## src/design/efr_pkg.sv

```systemverilog
// ----------------------------------------------------------------------------
// efr_pkg
// Shared types and constants for the escaped frame receiver: register map,
// configuration bundle, result bundle and buffer sizing.
// ----------------------------------------------------------------------------
package efr_pkg;

  localparam int BYTE_W     = 8;
  localparam int LEN_W      = 9;
  localparam int CFG_IDX_W  = 3;
  localparam int CFG_DATA_W = LEN_W;

  // receive buffer depth; usable length is one less than the length setting, saturated at the smaller of this and 256
  localparam int BUF_DEPTH  = 256;
  localparam int LEN_LIMIT  = (BUF_DEPTH < 256) ? BUF_DEPTH : 256;

  localparam int IN_TDATA_W   = 8;
  localparam int OUT_USED_W   = 5 * BYTE_W + 2;
  localparam int OUT_TDATA_W  = ((OUT_USED_W + 7) / 8) * 8;
  localparam int OUT_PAD_W    = OUT_TDATA_W - OUT_USED_W;

  localparam logic [BYTE_W-1:0] BEGIN_RST  = 8'd2;
  localparam logic [BYTE_W-1:0] END_RST    = 8'd3;
  localparam logic [BYTE_W-1:0] ESCAPE_RST = 8'd16;
  localparam logic [BYTE_W-1:0] EMPTY_RST  = 8'd0;
  localparam logic [LEN_W-1:0]  LEN_RST    = 9'd256;

  // header bytes ahead of the payload
  localparam logic [BYTE_W-1:0] HDR_BYTES  = 8'd2;

  typedef enum logic [CFG_IDX_W-1:0] {
    REG_BEGIN_MARKER  = 3'd0,
    REG_END_MARKER    = 3'd1,
    REG_ESCAPE_MARKER = 3'd2,
    REG_EMPTY_CMD     = 3'd3,
    REG_EMPTY_ARG     = 3'd4,
    REG_BUFFER_LENGTH = 3'd5
  } efr_reg_idx_t;

  typedef struct packed {
    logic [BYTE_W-1:0] begin_marker;
    logic [BYTE_W-1:0] end_marker;
    logic [BYTE_W-1:0] escape_marker;
    logic [BYTE_W-1:0] empty_cmd;
    logic [BYTE_W-1:0] empty_arg;
    logic [LEN_W-1:0]  buffer_length;
  } efr_cfg_t;

  typedef struct packed {
    logic              payload_valid;
    logic [BYTE_W-1:0] payload_byte;
    logic [BYTE_W-1:0] payload_index;
    logic              frame_done;
    logic              packet_ready;
    logic [BYTE_W-1:0] packet_cmd;
    logic [BYTE_W-1:0] packet_arg;
    logic [BYTE_W-1:0] packet_count;
    logic              overflow;
  } efr_res_t;

  // number of bytes the buffer may hold for a given length setting
  function automatic logic [LEN_W-1:0] capacity(input logic [LEN_W-1:0] len);
    logic [LEN_W-1:0] lim;
    lim = (len > LEN_W'(LEN_LIMIT)) ? LEN_W'(LEN_LIMIT) : len;
    return (lim == '0) ? '0 : lim - LEN_W'(1);
  endfunction

endpackage

```

## src/design/efr_cfg_regs.sv

```systemverilog
// ----------------------------------------------------------------------------
// efr_cfg_regs
// Configuration register file: marker bytes, empty packet values and buffer
// length, written through a plain write port.
// ----------------------------------------------------------------------------
module efr_cfg_regs (
  input  logic                           clk,
  input  logic                           rst_n,
  input  logic                           cfg_we,
  input  logic [efr_pkg::CFG_IDX_W-1:0]  cfg_idx,
  input  logic [efr_pkg::CFG_DATA_W-1:0] cfg_wdata,
  output efr_pkg::efr_cfg_t              cfg
);
  import efr_pkg::*;

  efr_cfg_t cfg_r;
  efr_cfg_t cfg_nxt;

  always_comb begin
    cfg_nxt = cfg_r;
    if (cfg_we) begin
      case (cfg_idx)
        REG_BEGIN_MARKER:  cfg_nxt.begin_marker  = cfg_wdata[BYTE_W-1:0];
        REG_END_MARKER:    cfg_nxt.end_marker    = cfg_wdata[BYTE_W-1:0];
        REG_ESCAPE_MARKER: cfg_nxt.escape_marker = cfg_wdata[BYTE_W-1:0];
        REG_EMPTY_CMD:     cfg_nxt.empty_cmd     = cfg_wdata[BYTE_W-1:0];
        REG_EMPTY_ARG:     cfg_nxt.empty_arg     = cfg_wdata[BYTE_W-1:0];
        REG_BUFFER_LENGTH: cfg_nxt.buffer_length = cfg_wdata[LEN_W-1:0];
        default: begin
        end
      endcase
    end
  end

  always_ff @(posedge clk) begin
    if (!rst_n) begin
      cfg_r.begin_marker  <= BEGIN_RST;
      cfg_r.end_marker    <= END_RST;
      cfg_r.escape_marker <= ESCAPE_RST;
      cfg_r.empty_cmd     <= EMPTY_RST;
      cfg_r.empty_arg     <= EMPTY_RST;
      cfg_r.buffer_length <= LEN_RST;
    end else begin
      cfg_r <= cfg_nxt;
    end
  end

  assign cfg = cfg_r;

endmodule

```

## src/design/efr_core.sv

```systemverilog
// ----------------------------------------------------------------------------
// efr_core
// Deframer state and per-byte decode: escape, begin and end marker handling,
// header capture, payload indexing and packet build.
// ----------------------------------------------------------------------------
module efr_core (
  input  logic                       clk,
  input  logic                       rst_n,
  input  efr_pkg::efr_cfg_t          cfg,
  input  logic                       step_en,
  input  logic [efr_pkg::BYTE_W-1:0] step_byte,
  output efr_pkg::efr_res_t          res
);
  import efr_pkg::*;

  logic              esc_r, esc_nxt;
  logic              in_frame_r, in_frame_nxt;
  logic [BYTE_W-1:0] byte_count_r, byte_count_nxt;
  logic [BYTE_W-1:0] first_r, first_nxt;
  logic [BYTE_W-1:0] second_r, second_nxt;
  logic [BYTE_W-1:0] cmd_r, cmd_nxt;
  logic [BYTE_W-1:0] arg_r, arg_nxt;
  logic [BYTE_W-1:0] count_r, count_nxt;
  logic              ready_r, ready_nxt;
  logic              ovf_r, ovf_nxt;

  logic esc_hit, beg_hit, end_hit, room;

  assign esc_hit = (step_byte == cfg.escape_marker) && !esc_r;
  assign beg_hit = (step_byte == cfg.begin_marker) && !esc_r;
  assign end_hit = (step_byte == cfg.end_marker) && !esc_r;
  assign room    = {1'b0, byte_count_r} < capacity(cfg.buffer_length);

  always_comb begin
    esc_nxt        = esc_r;
    in_frame_nxt   = in_frame_r;
    byte_count_nxt = byte_count_r;
    first_nxt      = first_r;
    second_nxt     = second_r;
    cmd_nxt        = cmd_r;
    arg_nxt        = arg_r;
    count_nxt      = count_r;
    ready_nxt      = ready_r;
    ovf_nxt        = ovf_r;
    res.payload_valid = 1'b0;
    res.payload_byte  = '0;
    res.payload_index = '0;
    res.frame_done    = 1'b0;
    if (esc_hit) begin
      esc_nxt = 1'b1;
    end else if (beg_hit) begin
      cmd_nxt        = cfg.empty_cmd;
      arg_nxt        = cfg.empty_arg;
      count_nxt      = '0;
      byte_count_nxt = '0;
      ready_nxt      = 1'b0;
      in_frame_nxt   = 1'b1;
    end else if (end_hit) begin
      if (byte_count_r >= HDR_BYTES) begin
        cmd_nxt   = first_r;
        arg_nxt   = second_r;
        count_nxt = byte_count_r - HDR_BYTES;
      end
      in_frame_nxt   = 1'b0;
      ready_nxt      = 1'b1;
      res.frame_done = 1'b1;
    end else begin
      esc_nxt = 1'b0;
      if (in_frame_r) begin
        if (room) begin
          if (byte_count_r == '0) begin
            first_nxt = step_byte;
          end else if (byte_count_r == BYTE_W'(1)) begin
            second_nxt = step_byte;
          end else begin
            res.payload_valid = 1'b1;
            res.payload_byte  = step_byte;
            res.payload_index = byte_count_r - HDR_BYTES;
          end
          byte_count_nxt = byte_count_r + BYTE_W'(1);
        end else begin
          ovf_nxt = 1'b1;
        end
      end
    end
    res.packet_ready = ready_nxt;
    res.packet_cmd   = cmd_nxt;
    res.packet_arg   = arg_nxt;
    res.packet_count = count_nxt;
    res.overflow     = ovf_nxt;
  end

  always_ff @(posedge clk) begin
    if (!rst_n) begin
      esc_r        <= 1'b0;
      in_frame_r   <= 1'b0;
      byte_count_r <= '0;
      cmd_r        <= EMPTY_RST;
      arg_r        <= EMPTY_RST;
      count_r      <= '0;
      ready_r      <= 1'b0;
      ovf_r        <= 1'b0;
    end else if (step_en) begin
      esc_r        <= esc_nxt;
      in_frame_r   <= in_frame_nxt;
      byte_count_r <= byte_count_nxt;
      cmd_r        <= cmd_nxt;
      arg_r        <= arg_nxt;
      count_r      <= count_nxt;
      ready_r      <= ready_nxt;
      ovf_r        <= ovf_nxt;
    end
  end

  // header bytes carry no reset
  always_ff @(posedge clk) begin
    if (step_en) begin
      first_r  <= first_nxt;
      second_r <= second_nxt;
    end
  end

  a_ovf_sticky: assert property (@(posedge clk) disable iff (!rst_n)
    ovf_r |=> ovf_r)
    else $error("overflow flag dropped");

  a_end_closes: assert property (@(posedge clk) disable iff (!rst_n)
    step_en && end_hit && !esc_hit && !beg_hit |=> !in_frame_r && ready_r)
    else $error("end marker did not close frame");

  a_begin_opens: assert property (@(posedge clk) disable iff (!rst_n)
    step_en && beg_hit && !esc_hit |=> in_frame_r && byte_count_r == '0 && !ready_r)
    else $error("begin marker did not open frame");

  a_payload_in_frame: assert property (@(posedge clk) disable iff (!rst_n)
    step_en && res.payload_valid |-> in_frame_r && !res.frame_done)
    else $error("payload outside a frame");

endmodule

```

## src/design/escaped_frame_receiver_unit.sv

```systemverilog
// ----------------------------------------------------------------------------
// escaped_frame_receiver_unit
// Byte-stuffed begin/end frame receiver: one result per received byte with
// payload stream and packet status.
//
//   channel  dir  ports                          contents
//   in       in   in_tvalid/tready/tdata         raw byte
//   out      out  out_tvalid/tready/tdata/tlast  payload and packet status
//   cfg      in   cfg_we/idx/wdata               register writes
//
// One byte per cycle sustained while out_tready stays high; a byte passes from
// input transfer to result through the input register and the result register.
// Decode and state update happen as a byte moves into the result register.
// Synchronous active-low reset clears control state, valid flags and configuration; data registers carry no reset.
// An output stall holds the result register; one byte waits in the input
// register, after which in_tready drops.
// ----------------------------------------------------------------------------
module escaped_frame_receiver_unit (
  input  logic                            clk,
  input  logic                            rst_n,
  input  logic                            in_tvalid,
  output logic                            in_tready,
  input  logic [efr_pkg::IN_TDATA_W-1:0]  in_tdata,   // in_byte
  output logic                            out_tvalid,
  input  logic                            out_tready,
  // payload_byte, payload_index, packet_ready, packet_cmd, packet_arg,
  // packet_count, overflow, zero pad
  output logic [efr_pkg::OUT_TDATA_W-1:0] out_tdata,
  output logic                            out_tlast,  // frame_done
  output logic                            out_tuser,  // payload_valid
  input  logic                            cfg_we,
  input  logic [efr_pkg::CFG_IDX_W-1:0]   cfg_idx,
  input  logic [efr_pkg::CFG_DATA_W-1:0]  cfg_wdata
);
  import efr_pkg::*;

  efr_cfg_t          cfg;
  efr_res_t          res;
  efr_res_t          out_res_r;
  logic              in_valid_r, in_valid_nxt;
  logic [BYTE_W-1:0] in_byte_r;
  logic              out_valid_r, out_valid_nxt;
  logic              fire;

  efr_cfg_regs u_cfg (
    .clk       (clk),
    .rst_n     (rst_n),
    .cfg_we    (cfg_we),
    .cfg_idx   (cfg_idx),
    .cfg_wdata (cfg_wdata),
    .cfg       (cfg)
  );

  efr_core u_core (
    .clk       (clk),
    .rst_n     (rst_n),
    .cfg       (cfg),
    .step_en   (fire),
    .step_byte (in_byte_r),
    .res       (res)
  );

  assign fire      = in_valid_r && (!out_valid_r || out_tready);
  assign in_tready = !in_valid_r || fire;

  always_comb begin
    in_valid_nxt = in_valid_r;
    if (in_tvalid && in_tready) begin
      in_valid_nxt = 1'b1;
    end else if (fire) begin
      in_valid_nxt = 1'b0;
    end
    out_valid_nxt = out_valid_r;
    if (fire) begin
      out_valid_nxt = 1'b1;
    end else if (out_tready) begin
      out_valid_nxt = 1'b0;
    end
  end

  always_ff @(posedge clk) begin
    if (!rst_n) begin
      in_valid_r  <= 1'b0;
      out_valid_r <= 1'b0;
    end else begin
      in_valid_r  <= in_valid_nxt;
      out_valid_r <= out_valid_nxt;
    end
  end

  always_ff @(posedge clk) begin
    if (in_tvalid && in_tready) begin
      in_byte_r <= in_tdata[BYTE_W-1:0];
    end
    if (fire) begin
      out_res_r <= res;
    end
  end

  assign out_tvalid = out_valid_r;
  assign out_tuser  = out_res_r.payload_valid;
  assign out_tlast  = out_res_r.frame_done;
  assign out_tdata  = {{OUT_PAD_W{1'b0}},
                       out_res_r.overflow,
                       out_res_r.packet_count,
                       out_res_r.packet_arg,
                       out_res_r.packet_cmd,
                       out_res_r.packet_ready,
                       out_res_r.payload_index,
                       out_res_r.payload_byte};

endmodule
```

## config.mk

```make
export PLATFORM = sky130hd
export DESIGN_NAME = escaped_frame_receiver_unit
export DESIGN_NICKNAME = d
export VERILOG_FILES = /design/src/design/efr_pkg.sv /design/src/design/efr_cfg_regs.sv /design/src/design/efr_core.sv /design/src/design/escaped_frame_receiver_unit.sv
export SDC_FILE = /design/constraint.sdc
export NUM_CORES = 1
export LEC_CHECK = 0
export ABC_CLOCK_PERIOD_IN_PS = 5300
export CORE_ASPECT_RATIO = 1.4
export CORE_MARGIN = 4
export CORE_UTILIZATION = 50
export CTS_CLUSTER_DIAMETER = 120
export CTS_CLUSTER_SIZE = 24
export DETAILED_ROUTE_END_ITERATION = 12
export DONT_BUFFER_PORTS = 1
export GPL_ROUTABILITY_DRIVEN = 0
export SLEW_MARGIN = 15
export SYNTH_ARGS = -nofsm -noshare
export SYNTH_HDL_FRONTEND = slang
export SYNTH_SLANG_ARGS = --single-unit
```

## constraint.sdc

```tcl
create_clock -name clk -period 5.3 [get_ports clk]
set_clock_uncertainty 0.15 [all_clocks]
set_input_delay 1.06 -clock clk [delete_from_list [all_inputs] [get_ports clk]]
set_output_delay 1.06 -clock clk [all_outputs]
set_load 0.03 [all_outputs]
```

==> impl_metrics.csv, run 1 <==
group,metric,value,unit
route,num_vias,4808,
synthesis,synth_area,0.006843,mm^2
global_route,grt_pass1_vias,4759,
timing,setup_viol,0,
critical_path,cp_slowest_cell,"dfxtp_1",
global_route,grt_usage,19.57,%
route,drt_iter0_markers,229,
critical_path,cp_slowest_stage_delay,0.51,ns
timing,tightest_slew,1.056,ns
global_route,use_met1,24.94,%
power_and_ir_drop,ir_drop,0.1891,mV
synthesis,synth_ff_type,"dfxtp_1",
outcome,run_status,"finished, final reports clean",
die,dieArea,0.01565,mm^2
power_and_ir_drop,p_total,2625,uW
timing,holdWs,0.3016,ns
clocking,cts_tree,"yes",
synthesis,yosys_register_bits,155,
route,dr.pass1.iters,4,
cells_and_area,nets,712,
cells_and_area,antenna_cells,0,
global_route,gr-usage-met3,4.511,%
clocking,clk_pin_slew,0.06,ns
die,rows,50,
cells_and_area,syn_to_final_growth,11.21,%
critical_path,rr_startpoint,"u_cfg.cfg[8]$_SDFFE_PN1P_",
route,viasPerCell,5.539,
route,wl_per_cell,17.07,um
critical_path,cp_max_fo,11,
global_route,grt_pass1_wl,24.15,mm
die,fp.dieW,106.9,um
power_and_ir_drop,leakagePower,0.002736,uW
synthesis,synth-edff-count,68,
critical_path,worstPathRequired,5.43,ns
placement,dp_hpwl,10.31,mm
power_and_ir_drop,p_per_area,344.9,mW/mm^2
timing,hold_viol_final,0,
critical_path,crit_family,"simple AND/OR/NAND/NOR gates",
route,antenna_left,0,
critical_path,startpoint_type,"register",
critical_path,crit_cells,17,
clocking,cts_setup_buffers,0,
critical_path,path_cells,"inv_1 > nand2_1 > ha_1 > or3b_2 > nor2_1 > nand2_1 > nand2b_1 > a21oi_1 > a31oi_1 > ha_1 > a211o_1 > o211ai_1 > a31o_2 > o31a_1 > nand3_1 > inv_1 > and2_1",
clocking,cts-buffers-inserted,17,
route,drc,0,
global_route,met2_usage,32.76,%
synthesis,ys_seq_area_share,55.29,%
global_route,grt_start_max_net_pins,79,
die,ioPinCount,77,
route,drt-total-wl,14.81,mm
clocking,cts_hold_buffers,0,
synthesis,syn_inst,673,
critical_path,crit_type,"reg2reg",
clocking,clk_path_buf_depth,2,
critical_path,crit_path_start,"u_cfg.cfg[8]$_SDFFE_PN1P_",
timing,maxSlewViolCount,0,
job,maxCapViolCount,0,
timing,setup-tns-final,0,ns
clocking,cts-htree-levels,4,
synthesis,synth_async_sr_flop_share,0,%
placement,portBuffers,0,
die,core_area,0.01339,mm^2
global_route,grt_antenna_before_repair,0,
critical_path,cp.arrival,4.56,ns
timing,clock.fmax,0.2259,GHz
worst_hold_path,whs_path_depth,2,
worst_hold_path,holdCritStartpoint,"u_core.cmd_r[5]$_SDFFE_PN0P_",
global_route,gr-total-overflow,0,
placement,pre_cts_ws,0.8723,ns
timing,fin_crit,4.426,ns
clocking,cts-root-buf,"clkbuf_16",
critical_path,worstRegToRegCells,17,
synthesis,post_synth.cell_area_avg,10.17,um^2
timing,fin_crit_sh,83.51,%
critical_path,end_kind,"register",
die,start_util,51.11,%
timing,rsz0062_at_grt,"no",
clocking,clk_latency,0.41,ns
clocking,cts.sinks,155,
synthesis,ys_warn_count,0,
cells_and_area,final_util,56.84,%
cells_and_area,layout-drive-gt1-share,6.997,%
timing,slew_headroom,29.02,%
global_route,top_usage_layer,"met2",
clocking,postCtsResizedCells,0,
synthesis,yosysUniqueCellTypes,51,
cells_and_area,fillers,1220,
critical_path,cp_num_buf_inv,2,
die,dieHeight,146.4,um
worst_hold_path,min_path_type,"reg2reg",
timing,setup_slack,0.8742,ns
==> layout by cell type (no fill, tap or decap), types with 3 or more instances in the layout <==
| cell type | count |
|---|---|
| clkbuf_16 | 17 |
| nor4_1 | 5 |
| nor3_1 | 9 |
| dfxtp_1 | 87 |
| a21boi_0 | 44 |
| a211oi_1 | 5 |
| or4_1 | 4 |
| edfxtp_1 | 68 |
| o21ai_0 | 5 |
| o31ai_1 | 3 |
| nand2_1 | 132 |
| or3_1 | 4 |
| xor2_1 | 11 |
| a2bb2oi_1 | 16 |
| nand2b_1 | 10 |
| ha_1 | 14 |
| conb_1 | 6 |
| mux2i_1 | 4 |
| o211ai_1 | 3 |
| nand4_1 | 5 |
| xnor2_1 | 19 |
| inv_1 | 9 |
| nand3_1 | 19 |
| and2_1 | 10 |
| buf_4 | 5 |
| a21oi_1 | 33 |
| a31o_2 | 4 |
| nor2_1 | 54 |
| nor2b_1 | 8 |
| inv_6 | 5 |
| o2bb2ai_1 | 14 |
| o22a_1 | 16 |
==> cells by family (layout without fill, tap and decap cells) <==
group                      count (synthesis)  after routing  synth area share, %
xor gates and xnor gates                  30             30                3.840
adders and majority gates                 14             14                2.560
buffers and inverters                     38             46                2.450
AOI/OAI and AO/OA                        158            158                17.11
and+or+nand+nor                          273            273                18.10
muxes                                      4              4               0.5851
DFF                                      155            155                55.29
other                                      1              6              0.05480
==> power by group <==
part / switching [uW] / internal [uW] / leakage, uW
registers: 47.6 / 1270 / 0.00135
logic: 51.9 / 32.7 / 0.00109
clock network: 509 / 712 / 0.000296
total: 608 / 2020 / 0.00274
==> final timing paths <==
check / end / slack (ns)
worst min-delay path: u_core.cmd_r[5]$_SDFFE_PN0P_ / 0.30
worst min register to register: u_core.cmd_r[5]$_SDFFE_PN0P_ / 0.30
worst max-delay path: out_tdata[7]$_SDFFCE_PP0P_ / 0.87
worst max register to register: out_tdata[7]$_SDFFCE_PP0P_ / 0.87
==> registers in the layout (all words and copies together), names as in the netlist <==
name / flops
u_cfg.cfg: 49
out_tdata: 42
in_byte_r: 8
u_core.arg_r: 8
u_core.byte_count_r: 8
u_core.cmd_r: 8
u_core.count_r: 8
u_core.first_r: 8
u_core.second_r: 8
in_valid_r: 1
out_tlast: 1
out_tuser: 1
out_tvalid: 1
u_core.esc_r: 1
u_core.in_frame_r: 1
u_core.ovf_r: 1
u_core.ready_r: 1
==> cells in the mapped netlist (all sizes together) (3+ instances only) <==
| master | number | area share [%] |
|---|---|---|
| nor3 | 10 | 0.73 |
| nor4 | 7 | 0.82 |
| dfxtp | 87 | 25 |
| a2bb2oi | 16 | 2.0 |
| xor2 | 11 | 1.4 |
| o31ai | 3 | 0.33 |
| nand2b | 10 | 0.91 |
| a31o | 4 | 0.51 |
| nand4 | 5 | 0.46 |
| nor2 | 55 | 3.0 |
| o2bb2ai | 14 | 1.8 |
| o21ai | 6 | 0.44 |
| nand3b | 3 | 0.38 |
| and2 | 10 | 0.91 |
| xnor2 | 19 | 2.4 |
| a21oi | 33 | 2.4 |
| nand3 | 19 | 1.4 |
| mux2i | 4 | 0.59 |
| inv | 9 | 0.49 |
| nor2b | 8 | 0.73 |
| clkbuf | 20 | 1.1 |
| ha | 14 | 2.6 |
| o211ai | 3 | 0.33 |
| buf | 9 | 0.86 |
| edfxtp | 68 | 30 |
| a21boi | 45 | 4.9 |
| or3 | 4 | 0.37 |
| o22a | 16 | 2.0 |
| or4 | 4 | 0.44 |
| nand2 | 132 | 7.2 |
| a211oi | 5 | 0.55 |
==> tightest hold or removal path: stages, from the launching register on <==
cell,delay [ns]
dfxtp_1,0.31
nand2_1,0.05
a2bb2oi_1,0.05
==> layout make-up <==
class                      count  area [um^2]  share of cell area [%]
multi-input combinational    485         2923                   38.41
inverter                       9        33.78                  0.4439
timing repair buffer           5        37.54                  0.4933
sequential                   155         3784                   49.72
clock inverter                15        178.9                   2.351
clock buffer                  17        425.4                   5.590
tap                          182        227.7                   2.992
==> routing by layer <==
layer | vias to the layer above | part of all wire, % | routed length, um
met5 | - | 0 | 0
met4 | 0 | 1.9 | 276
met3 | 18 | 4.5 | 671
met2 | 115 | 49 | 7206
met1 | 2277 | 45 | 6659
li1 | 2398 | - | -
==> stage by stage <==
step	cell area (um^2)	std cells
CTS	7610	868
global placement	7005	836
detailed placement	7005	836
floorplan	6862	678
global route	7610	868
finish	7610	868
Note: power is estimated with default switching activity, not from simulation.
==> run 2: changes to the inputs <==
ABC_CLOCK_PERIOD_IN_PS = 3900   (was 5300)
PLACE_DENSITY = 0.68   (was unset)
clock period = 3.9 ns   (was 5.3 ns; I/O delays follow)
==> run 2 against run 1 <==
  * Via count up 0.40%
  * Sequential share of layout area is 0.47 points lower
  * Count of clock-buffer cells in the layout rose by 1
  * Critical path depth unchanged
  * Cell count grew 0.92%
  * Sequential cell count unchanged
  * Global-route usage grew 0.40 points
  * Core utilization up 0.54 points
  * Worst setup slack got worse by 0.61 ns
  * Register-to-register slack got worse by 0.61 ns
  * Fmax is 22% higher
  * Largest power group unchanged
==> impl_metrics.csv, run 2 (synthesized netlist as in run 1, its figures left out) <==
group,metric,value,unit
die,core_area,0.01339,mm^2
die,fp.dieW,106.9,um
critical_path,startpoint_type,"register",
timing,fin_crit_sh,93.27,%
timing,maxSlewViolCount,0,
cells_and_area,nets,720,
timing,setup_slack,0.2625,ns
route,antenna_left,0,
cells_and_area,layout-drive-gt1-share,8.501,%
timing,hold_viol_final,0,
cells_and_area,syn_to_final_growth,12.27,%
route,drt-total-wl,14.98,mm
route,viasPerCell,5.510,
global_route,gr-total-overflow,0,
critical_path,worstPathRequired,3.88,ns
clocking,cts-root-buf,"clkbuf_16",
timing,setup-tns-final,0,ns
global_route,grt_usage,19.96,%
power_and_ir_drop,ir_drop,0.3302,mV
cells_and_area,largest_reg_flops,49,
route,dr.pass1.iters,5,
timing,setup_viol,0,
route,wl_per_cell,17.10,um
timing,slew_headroom,42.36,%
global_route,grt_pass1_vias,4843,
outcome,run_status,"finished, final reports clean",
clocking,cts_hold_buffers,0,
power_and_ir_drop,pwr-share-comb,3.4,%
global_route,grt_pass1_wl,24.56,mm
timing,tightest_slew,0.8579,ns
clocking,cts_tree,"yes",
worst_hold_path,min_path_type,"reg2reg",
timing,fin_crit,3.638,ns
critical_path,cp.arrival,3.62,ns
die,dieArea,0.01565,mm^2
power_and_ir_drop,p_per_area,452.0,mW/mm^2
power_and_ir_drop,switchingPower,807.7,uW
die,dieHeight,146.4,um
route,num_vias,4827,
die,start_util,51.11,%
die,ioPinCount,77,
power_and_ir_drop,power.share.switching,23.26,%
clocking,clk_path_buf_depth,2,
power_and_ir_drop,seqPwrFrac,51.6,%
timing,rsz0062_at_grt,"no",
clocking,cts-htree-levels,4,
placement,portBuffers,0,
placement,dp_hpwl,10.33,mm
clocking,cts.sinks,155,
timing,clock.fmax,0.2749,GHz
job,maxCapViolCount,0,
power_and_ir_drop,internal-power,2664,uW
critical_path,end_kind,"register",
critical_path,cp_max_fo,8,
cells_and_area,antenna_cells,0,
global_route,grt_start_max_net_pins,79,
cells_and_area,mostFrequentLayoutCells,"130 x nand2_1, 87 x dfxtp_1, 68 x edfxtp_1",
power_and_ir_drop,leakagePower,0.002763,uW
clocking,clk_pin_slew,0.06,ns
die,rows,50,
route,drc,0,
clocking,clk_latency,0.42,ns
global_route,grt_antenna_before_repair,0,
clocking,cts-buffers-inserted,17,
critical_path,crit_type,"reg2reg",
route,drt_iter0_markers,245,
placement,pre_cts_ws,-0.04224,ns
cells_and_area,layout_commonest_cell,"nand2_1",
power_and_ir_drop,pwr-share-clk,45.0,%
==> run 2: power groups by stage <==
stage | Combinational [uW] | Sequential [uW] | Clock (uW)
6_report | 118 | 1790 | 1560
5_1_grt | 131 | 1800 | 1670
4_1_cts | 117 | 1790 | 1590
3_5_place_dp | 117 | 1830 | 0
3_3_place_gp | 113 | 1830 | 0
2_1_floorplan | 107 | 1810 | 0
==> run 2: worst paths after layout <==
path              slack (ns)                      endpoint  cells past startpoint                    startpoint
setup / recovery        0.26   u_core.first_r[7]$_DFFE_PP_                     17     u_cfg.cfg[8]$_SDFFE_PN1P_
hold / removal          0.30  u_core.cmd_r[6]$_SDFFE_PN0P_                      2  u_core.cmd_r[6]$_SDFFE_PN0P_
setup reg to reg        0.26   u_core.first_r[7]$_DFFE_PP_                     17     u_cfg.cfg[8]$_SDFFE_PN1P_
hold reg to reg         0.30  u_core.cmd_r[6]$_SDFFE_PN0P_                      2  u_core.cmd_r[6]$_SDFFE_PN0P_
==> run 2: timing repair <==
item	in CTS	in global routing
buffers inserted	2	0
resized for setup	0	8
setup endpoints to repair	16	39
pin swaps	2	0
==> run 2: routing by layer <==
| metal | vias to the layer above | share of wire [%] | track usage, % | wire, um |
|---|---|---|---|---|
| li1 | 2417 | - | - | - |
| met1 | 2258 | 43 | 24.46 | 6402 |
| met2 | 127 | 49 | 33.23 | 7411 |
| met3 | 25 | 5.3 | 5.175 | 795 |
| met4 | 0 | 2.5 | 8.317 | 369 |
| met5 | - | 0 | 0 | 0 |
==> run 2: final cells by class <==
class / instances / area [um^2]
clock buffer: 18 / 429.2
clock inverter: 14 / 135.1
fill: 1165 / 5705
inverter: 9 / 33.78
multi-input combinational: 485 / 2968
sequential: 155 / 3784
tap: 182 / 227.7
timing repair buffer: 13 / 105.1
==> run 2: stage by stage <==
stage          cell area (um^2)  power [uW]  instances  hold WS, ns  util (%)
2_1_floorplan              6895        1922        678       0.2812         -
3_3_place_gp               7081        1941        842       0.2867     52.89
3_5_place_dp               7081        1946        842       0.2923     52.89
4_1_cts                    7660        3503        876       0.2842     57.22
5_1_grt                    7682        3594        876       0.2793     57.38
6_report                   7682        3472        876       0.2997     57.38
==> run 2: critical path: stages, from the launching register on <==
cell and delay (ns):
dfxtp_1 0.36, inv_1 0.11, nand2_1 0.08, ha_1 0.15, or3b_4 0.41, nor2_4 0.13, nand2_2 0.09, nand2b_1 0.09
a21oi_1 0.07, a31oi_1 0.16, ha_1 0.27, a211o_1 0.26, o211ai_1 0.08, a31o_2 0.19, o31a_1 0.19, nand2_2 0.11
nor4b_4 0.27, buf_6 0.17
==> run 3: changes to the inputs <==
PLACE_DENSITY = 0.71   (was 0.68)
==> run 3 against run 2 <==
  * Core utilization grew 0.084 points
  * Critical path depth is the same
  * Non-clock buffer count shrank 1
  * Worst hold slack gained 0.0014 ns
  * First-iteration DRC count grew 17%
  * Worst setup slack lost 0.086 ns
  * Largest cell class unchanged
==> impl_metrics.csv, run 3 (synthesized netlist as in run 1, its figures left out) <==
group,metric,value,unit
outcome,run_status,"finished, final reports clean",
power_and_ir_drop,ir_drop,0.2785,mV
cells_and_area,ff_latch_area,0.003784,mm^2
timing,tightest_slew,1.112,ns
timing,clock.fmax,0.2686,GHz
power_and_ir_drop,leakagePower,0.002769,uW
timing,fin_crit,3.724,ns
cells_and_area,stdcell_count,874,
timing,maxSlewViolCount,0,
cells_and_area,mostFrequentLayoutCells,"131 x nand2_1, 87 x dfxtp_1, 68 x edfxtp_1",
cells_and_area,multiInputGateArea,0.002963,mm^2
global_route,grt_antenna_before_repair,0,
timing,hold_viol_final,0,
die,core_area,0.01339,mm^2
global_route,grt_pass1_vias,4881,
cells_and_area,layout_commonest_cell,"nand2_1",
global_route,grt_usage,20.09,%
route,antenna_left,0,
critical_path,worstPathRequired,3.88,ns
critical_path,end_kind,"register",
route,viasPerCell,5.668,
global_route,grt_pass1_wl,24.83,mm
timing,fin_crit_sh,95.48,%
die,start_util,51.11,%
worst_hold_path,min_path_type,"in2reg",
route,num_vias,4954,
route,wl_met1,6.338,mm
clocking,clk_latency,0.42,ns
global_route,gr-total-overflow,0,
route,wl_per_cell,17.36,um
die,ioPinCount,77,
cells_and_area,nets,719,
global_route,grt_start_max_net_pins,79,
die,dieHeight,146.4,um
route,drt_iter0_markers,287,
critical_path,startpoint_type,"register",
power_and_ir_drop,p_per_area,461.3,mW/mm^2
route,wl_met2,7.431,mm
die,dieArea,0.01565,mm^2
placement,portBuffers,0,
cells_and_area,syn_to_final_growth,12.43,%
route,routed.top_layer,"met4",
timing,setup_viol,0,
clocking,clk_path_buf_depth,2,
critical_path,cp_max_fo,8,
die,fp.dieW,106.9,um
timing,slew_headroom,25.59,%
clocking,cts-buffers-inserted,17,
job,maxCapViolCount,0,
die,rows,50,
critical_path,crit_type,"reg2reg",
cells_and_area,fillers,1149,
route,drt-total-wl,15.18,mm
clocking,cts-htree-levels,4,
cells_and_area,layout-drive-gt1-share,8.382,%
cells_and_area,largest_reg_flops,49,
route,wl_met3,983,um
clocking,cts-root-buf,"clkbuf_16",
placement,dp_hpwl,10.44,mm
route,dr.pass1.iters,5,
clocking,cts.sinks,155,
route,drc,0,
timing,setup-tns-final,0,ns
clocking,clk_pin_slew,0.07,ns
power_and_ir_drop,p_total,3549,uW
cells_and_area,antenna_cells,0,
clocking,cts_tree,"yes",
critical_path,cp.arrival,3.70,ns
placement,dp.cells,841,
[run 3: layer usage]
metal,vias up,global-route usage [%]
met5,-,0
met3,33,5.263
met4,0,8.381
met1,2340,25.14
met2,170,32.82
li1,2411,-
[run 3: worst paths after layout]
check	from	to	slack (ns)	depth (start not counted)
setup / recovery	u_cfg.cfg[8]$_SDFFE_PN1P_	u_core.first_r[0]$_DFFE_PP_	0.18	17
hold / removal	in_tdata[4]	in_byte_r[4]$_DFFE_PP_	0.30	0
setup reg to reg	u_cfg.cfg[8]$_SDFFE_PN1P_	u_core.first_r[0]$_DFFE_PP_	0.18	17
hold reg to reg	u_core.arg_r[2]$_SDFFE_PN0P_	u_core.arg_r[2]$_SDFFE_PN0P_	0.30	2
[run 3: power by group]
part / switching, uW / internal, uW
combinational: 72.2 / 45.5
sequential: 63.6 / 1730
clock: 681 / 958
[run 3: what timing repair did]
item	in CTS	in global routing
endpoints found under the setup margin	0	25
buffers inserted	0	2
resized for setup	0	6
hold buffers	0	0
endpoints found under the hold margin	0	0
[run 3: worst max-delay path, cell delays in order, from the launching register on]
cell and delay (ns):
dfxtp_1 0.34, inv_1 0.11, nand2_1 0.09, ha_1 0.17
or3b_2 0.51, nor2_4 0.12, nand2_1 0.11, nand2b_1 0.10
a21oi_1 0.07, a31oi_1 0.16, ha_1 0.27, a211o_1 0.26
o211ai_1 0.08, a31o_2 0.18, o31a_1 0.17, nand2_2 0.11
nor4b_4 0.28, buf_6 0.17
[run 3: stage by stage]
stage	setup slack (ns)	hold WS [ns]	area (um^2)	utilization [%]
floorplan	-0.004380	0.2812	6895	-
global placement	0.1665	0.2867	7073	52.83
detailed placement	0.02103	0.2923	7073	52.83
CTS	0.00002842	0.2925	7661	57.22
global route	-0.007616	0.2812	7694	57.47
finish	0.1763	0.3011	7694	57.47
[run 3: final cells by class]
cell class	count	share of cell area, %
timing repair buffer	12	1.268
sequential	155	49.18
tap	182	2.960
multi-input combinational	485	38.51
inverter	9	0.4391
clock buffer	18	5.578
clock inverter	13	2.065
